$ cat src/sv/pressure_seek_valve_control_macros.svh
`ifndef PRESSURE_SEEK_VALVE_CONTROL_MACROS_SVH
`define PRESSURE_SEEK_VALVE_CONTROL_MACROS_SVH

// same-cycle implication, checked outside reset
`define PSVC_ASSERT_NOW(label, ante, cons, msg) \
    label: assert property (@(posedge clk) disable iff (!rst_n) (ante) |-> (cons)) \
        else $error(msg);

// next-cycle implication, checked outside reset
`define PSVC_ASSERT_NEXT(label, ante, cons, msg) \
    label: assert property (@(posedge clk) disable iff (!rst_n) (ante) |=> (cons)) \
        else $error(msg);

`endif

$ cat src/sv/psvc_pkg.sv
`default_nettype none

package psvc_pkg;

    localparam logic CMD_POLL = 1'b0;
    localparam logic CMD_SET  = 1'b1;

    localparam int BAND_LOW     = -5;
    localparam int BAND_HIGH    = 2;
    localparam logic [7:0] OVERSHOOT    = 8'd3;
    localparam logic [7:0] RAPID_FLOOR  = 8'd15;
    localparam logic [31:0] RAPID_GAP_MS = 32'd250;

    typedef enum logic [1:0] {
        DIR_NONE = 2'd0,
        DIR_UP   = 2'd1,
        DIR_DOWN = 2'd2
    } dir_t;

    typedef struct packed {
        logic        seeking;
        dir_t        direction;
        logic [7:0]  goal;
        logic [31:0] last_stamp;
        logic [31:0] last_pulse_ms;
        logic        pulse_valid;
    } state_t;

    typedef struct packed {
        logic        command;
        logic [7:0]  current_pressure;
        logic [7:0]  target_pressure;
        logic [31:0] pressure_stamp;
        logic [31:0] now_ms;
    } item_t;

    typedef struct packed {
        logic [7:0] valve_bits;
        logic       rapid;
        logic       still_going;
    } result_t;

    function automatic logic [7:0] fill_mask(input logic [1:0] ch);
        logic [7:0] m;
        case (ch)
            2'd0:    m = 8'h80;
            2'd1:    m = 8'h20;
            2'd2:    m = 8'h08;
            default: m = 8'h02;
        endcase
        return m;
    endfunction

    function automatic logic [7:0] dump_mask(input logic [1:0] ch);
        logic [7:0] m;
        case (ch)
            2'd0:    m = 8'h40;
            2'd1:    m = 8'h10;
            2'd2:    m = 8'h04;
            default: m = 8'h01;
        endcase
        return m;
    endfunction

endpackage

`default_nettype wire

$ cat src/sv/psvc_step.sv
`default_nettype none

module psvc_step (
    input  psvc_pkg::state_t  st,
    input  psvc_pkg::item_t   item,
    input  logic [1:0]        chan,
    output psvc_pkg::state_t  st_next,
    output psvc_pkg::result_t res
);
    import psvc_pkg::*;

    logic signed [8:0] diff;
    logic [7:0]        over;
    logic [31:0]       gap;
    logic              in_band;
    logic              done;

    // target minus current in a signed 9-bit range
    assign diff = $signed({1'b0, item.target_pressure}) - $signed({1'b0, item.current_pressure});
    assign in_band = (diff >= 9'(BAND_LOW)) && (diff <= 9'(BAND_HIGH));
    assign over = item.current_pressure - st.goal;
    assign gap = item.now_ms - st.last_pulse_ms;

    always_comb
    begin
        st_next = st;
        res     = '0;
        done    = 1'b1;
        if (item.command == CMD_SET)
        begin
            st_next.goal = item.target_pressure;
            if (in_band)
            begin
                st_next.direction = DIR_NONE;
                st_next.seeking   = 1'b0;
            end
            else if (diff > 9'sd0)
            begin
                st_next.direction = DIR_UP;
                st_next.seeking   = 1'b1;
            end
            else
            begin
                st_next.direction     = DIR_DOWN;
                st_next.seeking       = 1'b1;
                st_next.pulse_valid   = 1'b0;
                st_next.last_pulse_ms = '0;
            end
        end
        else
        begin
            if (st.seeking && st.direction == DIR_UP)
            begin
                if (!(item.current_pressure > st.goal && over > OVERSHOOT))
                begin
                    done             = 1'b0;
                    res.still_going  = 1'b1;
                    res.valve_bits   = fill_mask(chan);
                end
            end
            else if (st.seeking && st.direction == DIR_DOWN)
            begin
                if (item.current_pressure >= st.goal)
                begin
                    done            = 1'b0;
                    res.still_going = 1'b1;
                    // at most one dump pulse per fresh sample
                    if (item.pressure_stamp != st.last_stamp)
                    begin
                        st_next.last_stamp = item.pressure_stamp;
                        if (item.current_pressure >= RAPID_FLOOR && st.goal >= RAPID_FLOOR)
                        begin
                            if (!(st.pulse_valid && gap < RAPID_GAP_MS))
                            begin
                                st_next.last_pulse_ms = item.now_ms;
                                st_next.pulse_valid   = 1'b1;
                                res.rapid             = 1'b1;
                                res.valve_bits        = dump_mask(chan);
                            end
                        end
                        else
                        begin
                            res.valve_bits = dump_mask(chan);
                        end
                    end
                end
            end
            if (done)
            begin
                st_next.seeking = 1'b0;
            end
        end
    end

endmodule

`default_nettype wire

$ cat src/sv/pressure_seek_valve_control.sv
// channel   direction  handshake           words
// input     in         in_valid/in_stall   command, pressures, stamp, now_ms
// output    out        out_valid/out_stall valve_bits, rapid, still_going
// config    in         cfg_valid/cfg_ready cfg_data (channel index)
//
// one word per cycle sustained while out_stall is low; input register then result register
// the decision for a word is one short compare/subtract pass against the seek state
// rst_n clears the seek state, channel index and both valid flags at once
// a stalled result holds the result register; the input register keeps taking a
// word as long as it is empty or the result register is free or being drained
`default_nettype none
`include "pressure_seek_valve_control_macros.svh"

module pressure_seek_valve_control (
    input  logic        clk,
    input  logic        rst_n,
    input  logic        in_valid,
    output logic        in_stall,
    input  logic        command,
    input  logic [7:0]  current_pressure,
    input  logic [7:0]  target_pressure,
    input  logic [31:0] pressure_stamp,
    input  logic [31:0] now_ms,
    output logic        out_valid,
    input  logic        out_stall,
    output logic [7:0]  valve_bits,
    output logic        rapid,
    output logic        still_going,
    input  logic        cfg_valid,
    output logic        cfg_ready,
    input  logic [1:0]  cfg_data
);
    import psvc_pkg::*;

    logic    s1_valid_reg;
    item_t   s1_item_reg;
    logic    out_valid_reg;
    result_t out_res_reg;
    state_t  st_reg;
    state_t  st_next;
    result_t res_next;
    logic [1:0] chan_reg;
    logic    out_free;
    logic    s1_fire;
    logic    in_fire;

    assign out_free = !out_valid_reg || !out_stall;
    assign s1_fire  = s1_valid_reg && out_free;
    assign in_stall = s1_valid_reg && !out_free;
    assign in_fire  = in_valid && !in_stall;
    assign cfg_ready = 1'b1;

    psvc_step u_step (
        .st      (st_reg),
        .item    (s1_item_reg),
        .chan    (chan_reg),
        .st_next (st_next),
        .res     (res_next)
    );

    always_ff @(posedge clk or negedge rst_n)
    begin
        if (!rst_n)
        begin
            s1_valid_reg  <= 1'b0;
            out_valid_reg <= 1'b0;
            st_reg        <= '{seeking: 1'b0, direction: DIR_NONE, goal: '0,
                               last_stamp: '0, last_pulse_ms: '0, pulse_valid: 1'b0};
            chan_reg      <= '0;
        end
        else
        begin
            if (in_fire)
            begin
                s1_valid_reg <= 1'b1;
            end
            else if (s1_fire)
            begin
                s1_valid_reg <= 1'b0;
            end
            if (s1_fire)
            begin
                out_valid_reg <= 1'b1;
                st_reg        <= st_next;
            end
            else if (!out_stall)
            begin
                out_valid_reg <= 1'b0;
            end
            if (cfg_valid && cfg_ready)
            begin
                chan_reg <= cfg_data;
            end
        end
    end

    always_ff @(posedge clk)
    begin
        if (in_fire)
        begin
            s1_item_reg <= '{command: command, current_pressure: current_pressure,
                             target_pressure: target_pressure,
                             pressure_stamp: pressure_stamp, now_ms: now_ms};
        end
        if (s1_fire)
        begin
            out_res_reg <= res_next;
        end
    end

    assign out_valid   = out_valid_reg;
    assign valve_bits  = out_res_reg.valve_bits;
    assign rapid       = out_res_reg.rapid;
    assign still_going = out_res_reg.still_going;

    `PSVC_ASSERT_NOW(a_one_valve, out_valid_reg, $onehot0(out_res_reg.valve_bits), "more than one valve bit driven")
    `PSVC_ASSERT_NOW(a_rapid_pulse, out_valid_reg && out_res_reg.rapid, $onehot(out_res_reg.valve_bits) && out_res_reg.still_going, "rapid flag without a dump pulse")
    `PSVC_ASSERT_NOW(a_idle_closed, out_valid_reg && !out_res_reg.still_going, out_res_reg.valve_bits == 8'h00, "valve driven with seek finished")
    `PSVC_ASSERT_NEXT(a_result_kept, out_valid_reg && out_stall, out_valid_reg && $stable(out_res_reg), "stalled result lost")
    `PSVC_ASSERT_NEXT(a_set_clears_out, s1_fire && s1_item_reg.command == CMD_SET, out_res_reg == '0, "set-target produced nonzero result")

endmodule

`default_nettype wire
$ cat config.mk
export PLATFORM = sky130hd
export DESIGN_NAME = pressure_seek_valve_control
export DESIGN_NICKNAME = d
export VERILOG_FILES = /design/src/sv/psvc_pkg.sv /design/src/sv/psvc_step.sv /design/src/sv/pressure_seek_valve_control.sv
export VERILOG_INCLUDE_DIRS = /design/src /design/src/sv
export SDC_FILE = /design/constraint.sdc
export NUM_CORES = 1
export LEC_CHECK = 0
export ABC_CLOCK_PERIOD_IN_PS = 3200
export BUFFER_PORTS_ARGS = -buffer_cell sky130_fd_sc_hd__buf_2
export CAP_MARGIN = 20
export CORE_AREA = 3 3 121 182
export CTS_CLUSTER_DIAMETER = 120
export DETAILED_ROUTE_END_ITERATION = 10
export DIE_AREA = 0 0 124 185
export GPL_ROUTABILITY_DRIVEN = 0
export HOLD_SLACK_MARGIN = 0.15
export PLACE_DENSITY = 0.64
export SETUP_SLACK_MARGIN = 0.05
export SLEW_MARGIN = 20
export SYNTH_ARGS = -nofsm -noshare
export SYNTH_HDL_FRONTEND = slang
export SYNTH_SLANG_ARGS = --single-unit
$ cat constraint.sdc
create_clock -name clk -period 3.2 [get_ports clk]
set_input_delay 0.64 -clock clk [delete_from_list [all_inputs] [get_ports clk]]
set_output_delay 0.64 -clock clk [all_outputs]
set_load 0.1 [all_outputs]
==> results.json <==
{
  "synth_most_common_cell": "inv_1",
  "fill_cells": 1842,
  "multi_input_comb_area_mm2": 0.00410,
  "area_growth_pct": 23.8,
  "synth-warning-count": 0,
  "synth.area.top_cells": "edfxtp_1 30%, dfrtp_1 22%, ha_1 6.3%",
  "tightest_slew_ns": 0.541,
  "vias": 6812,
  "clock-sinks": 171,
  "drive_gt1_share_pct": 28.4,
  "die_area_mm2": 0.0229,
  "tritoncts": "yes",
  "synth_edf_count": 91,
  "ys_types": 67,
  "die_y_um": 185,
  "seq_area_mm2": 0.00473,
  "synthCells": 824,
  "hold_buffers": 0,
  "final.setup.tns_ns": -13.43,
  "nNetsFinal": 1152,
  "synth_top_cell_by_area": "edfxtp_1",
  "cap_viol_max_count": 0,
  "start_util_pct": 44.9,
  "wl_per_cell_um": 16.0,
  "cts_buffer_depth": 2,
  "gr-usage-all-layers_pct": 19.0,
  "slew_headroom_pct": 63.9,
  "hold_class": "input pin to async pin",
  "hold_violations": 0,
  "r2r_slack_ns": -0.39,
  "worstSkewPairLatency_ns": 0.44,
  "max_freq_mhz": 279,
  "endpoint_kind": "flip-flop",
  "yosys-top-cells-count": "93 x inv_1, 91 x edfxtp_1, 80 x dfrtp_1, 80 x nand2_1",
  "numPlacedInstances": 1254,
  "yosysSeqAreaShare_pct": 51.4,
  "vias_per_cell": 5.27,
  "fin_cells": 1293,
  "antenna_found_initial": 1,
  "hpwl_um": 15500,
  "htreeDepth": 4,
  "grt_pass1_vias": 7133,
  "design_area_mm2": 0.0114,
  "setup_slack_ns": -0.390,
  "drc_errors": 0,
  "hold-worst-slack_ns": 0.196,
  "min_period_over_period_pct": 112,
  "synthArstFlopShare_pct": 46.8,
  "coreArea_mm2": 0.0205,
  "critPathMaxFanout": 15,
  "power.density_mw_per_mm2": 594,
  "drt-initial-drc-count": 313,
  "crit_path_start_kind": "flip-flop",
  "rows": 64,
  "placed_area_mm2": 0.0107,
  "synth_flop_cell": "edfxtp_1",
  "ir_worst_vdd_v": 0.000537,
  "wirelength_um": 20700,
  "ys_ff_latch": 171,
  "antenna_left": 0,
  "grt_max_degree": 82,
  "setup_viol": 38,
  "grt_pass1_wl_um": 33800,
  "grt_setup_unrepaired": "true",
  "path_clk_slew_ns": 0.08,
  "largest_reg_flops": 81,
  "p_leak_nw": 4.89,
  "cp_data_arrival_time_ns": 3.90,
  "io-pin-count": 101,
  "overflow": 0,
  "maxSlewViolCount": 0,
  "syn-cell-area_mm2": 0.00920,
  "clock-root-buffer": "clkbuf_16",
  "numCtsBuffers": 17,
  "die-width_um": 124,
  "io_buffers": 99,
  "drtPass1Iterations": 5,
  "status": "finished with violations",
  "yosys.area.top_type_share_pct": 29.7,
  "syn-mean-instance-area_um2": 11.2,
  "place_ws_ns": -0.395,
  "final_util_pct": 55.6,
  "worstPathRequired_ns": 3.51,
  "clock_skew_ns": 0.0163,
  "syn-num-nets": 961,
  "violations": "negative setup slack",
  "min_period_ns": 3.59,
  "path_class": "flip-flop to flip-flop",
  "finalPower_mw": 6.77
}
[per-layer routing]
layer | routed length (µm) | GRT usage, %
met5 | 0 | 0
met4 | 708 | 7.85
met3 | 736 | 3.94
met2 | 11300 | 35.0
met1 | 7930 | 20.8
[area by class of cell]
class	instances	share of cell area (%)
Tap cell	264	2.90
Sequential cell	171	41.6
Clock buffer	18	3.86
Clock inverter	14	1.36
Timing Repair Buffer	195	11.3
Multi-Input combinational cell	537	35.9
Antenna cell	1	0.0220
Inverter	93	3.06
[timing repair]
item / 4_1_cts / 5_1_grt
gates cloned: 0 / 1
gates resized for setup: 5 / 8
setup buffers: 1 / 4
pin swaps: 0 / 2
endpoints found under the hold margin: 0 / 0
endpoints found under the setup margin: 38 / 39
[logic make-up after synthesis]
kind of cell             share of synthesized area [%]
flip-flops                                        51.4
buffers and inverters                             5.02
AND/OR/NAND/NOR                                   10.7
XOR/XNOR                                          5.52
multiplexers                                      9.30
AO/OA/AOI/OAI                                     11.1
other                                           0.0407
adder cells (fa/ha/maj)                           6.91
[cell usage in the layout, fill, tap and decap left out, types with 4 or more instances in the layout]
master,Yosys,routed
ha_1,46,46
a21oi_1,42,39
buf_4,1,92
o31ai_1,5,5
dfrtp_1,80,80
nand3_1,8,8
nor2b_1,6,6
nor2_1,28,26
o211ai_1,9,9
clkbuf_16,0,18
inv_1,93,93
and3_1,6,6
o21a_1,11,11
nand4_1,23,23
mux2i_1,36,35
edfxtp_1,91,91
o21ai_0,22,21
buf_2,0,98
mux2_2,43,43
inv_6,0,4
a21o_1,17,17
xor2_1,12,12
nor3b_1,8,7
buf_12,0,4
or3_1,4,4
a31oi_1,4,4
nor4_1,5,4
a211oi_1,7,7
inv_8,0,4
nand2_1,80,80
nor3_1,11,11
xnor2_1,46,46
[worst max-delay path, stage by stage (launching register included)]
cell and delay [ns]:
edfxtp_1 0.38, nand2b_4 0.16, fa_2 0.36, a21o_1 0.22, a221oi_4 0.36, o21ai_2 0.11
mux2_4 0.30, or4_4 0.43, nor4_4 0.21, nand4_1 0.16, nor4_4 0.20, buf_4 0.19
nor2_4 0.06, buf_12 0.16, mux2i_2 0.15
[final timing paths]
kind / from / cells past startpoint / to
max in group asynchronous: rst_n / 2 / st_reg[46]
min in group clk: now_ms[27] / 1 / s1_item_reg[27]
setup reg to reg: s1_item_reg[0] / 14 / st_reg[31]
hold / removal: rst_n / 1 / st_reg[17]
hold reg to reg: s1_valid_reg / 1 / out_valid
setup / recovery: s1_item_reg[0] / 14 / st_reg[31]
[report_power, final]
| group | switching (mW) | internal (mW) |
|---|---|---|
| clock | 0.930 | 1.13 |
| sequential | 0.223 | 2.68 |
| combinational | 0.919 | 0.888 |
| total | 2.07 | 4.69 |
Power figures use the tool's default switching activity.
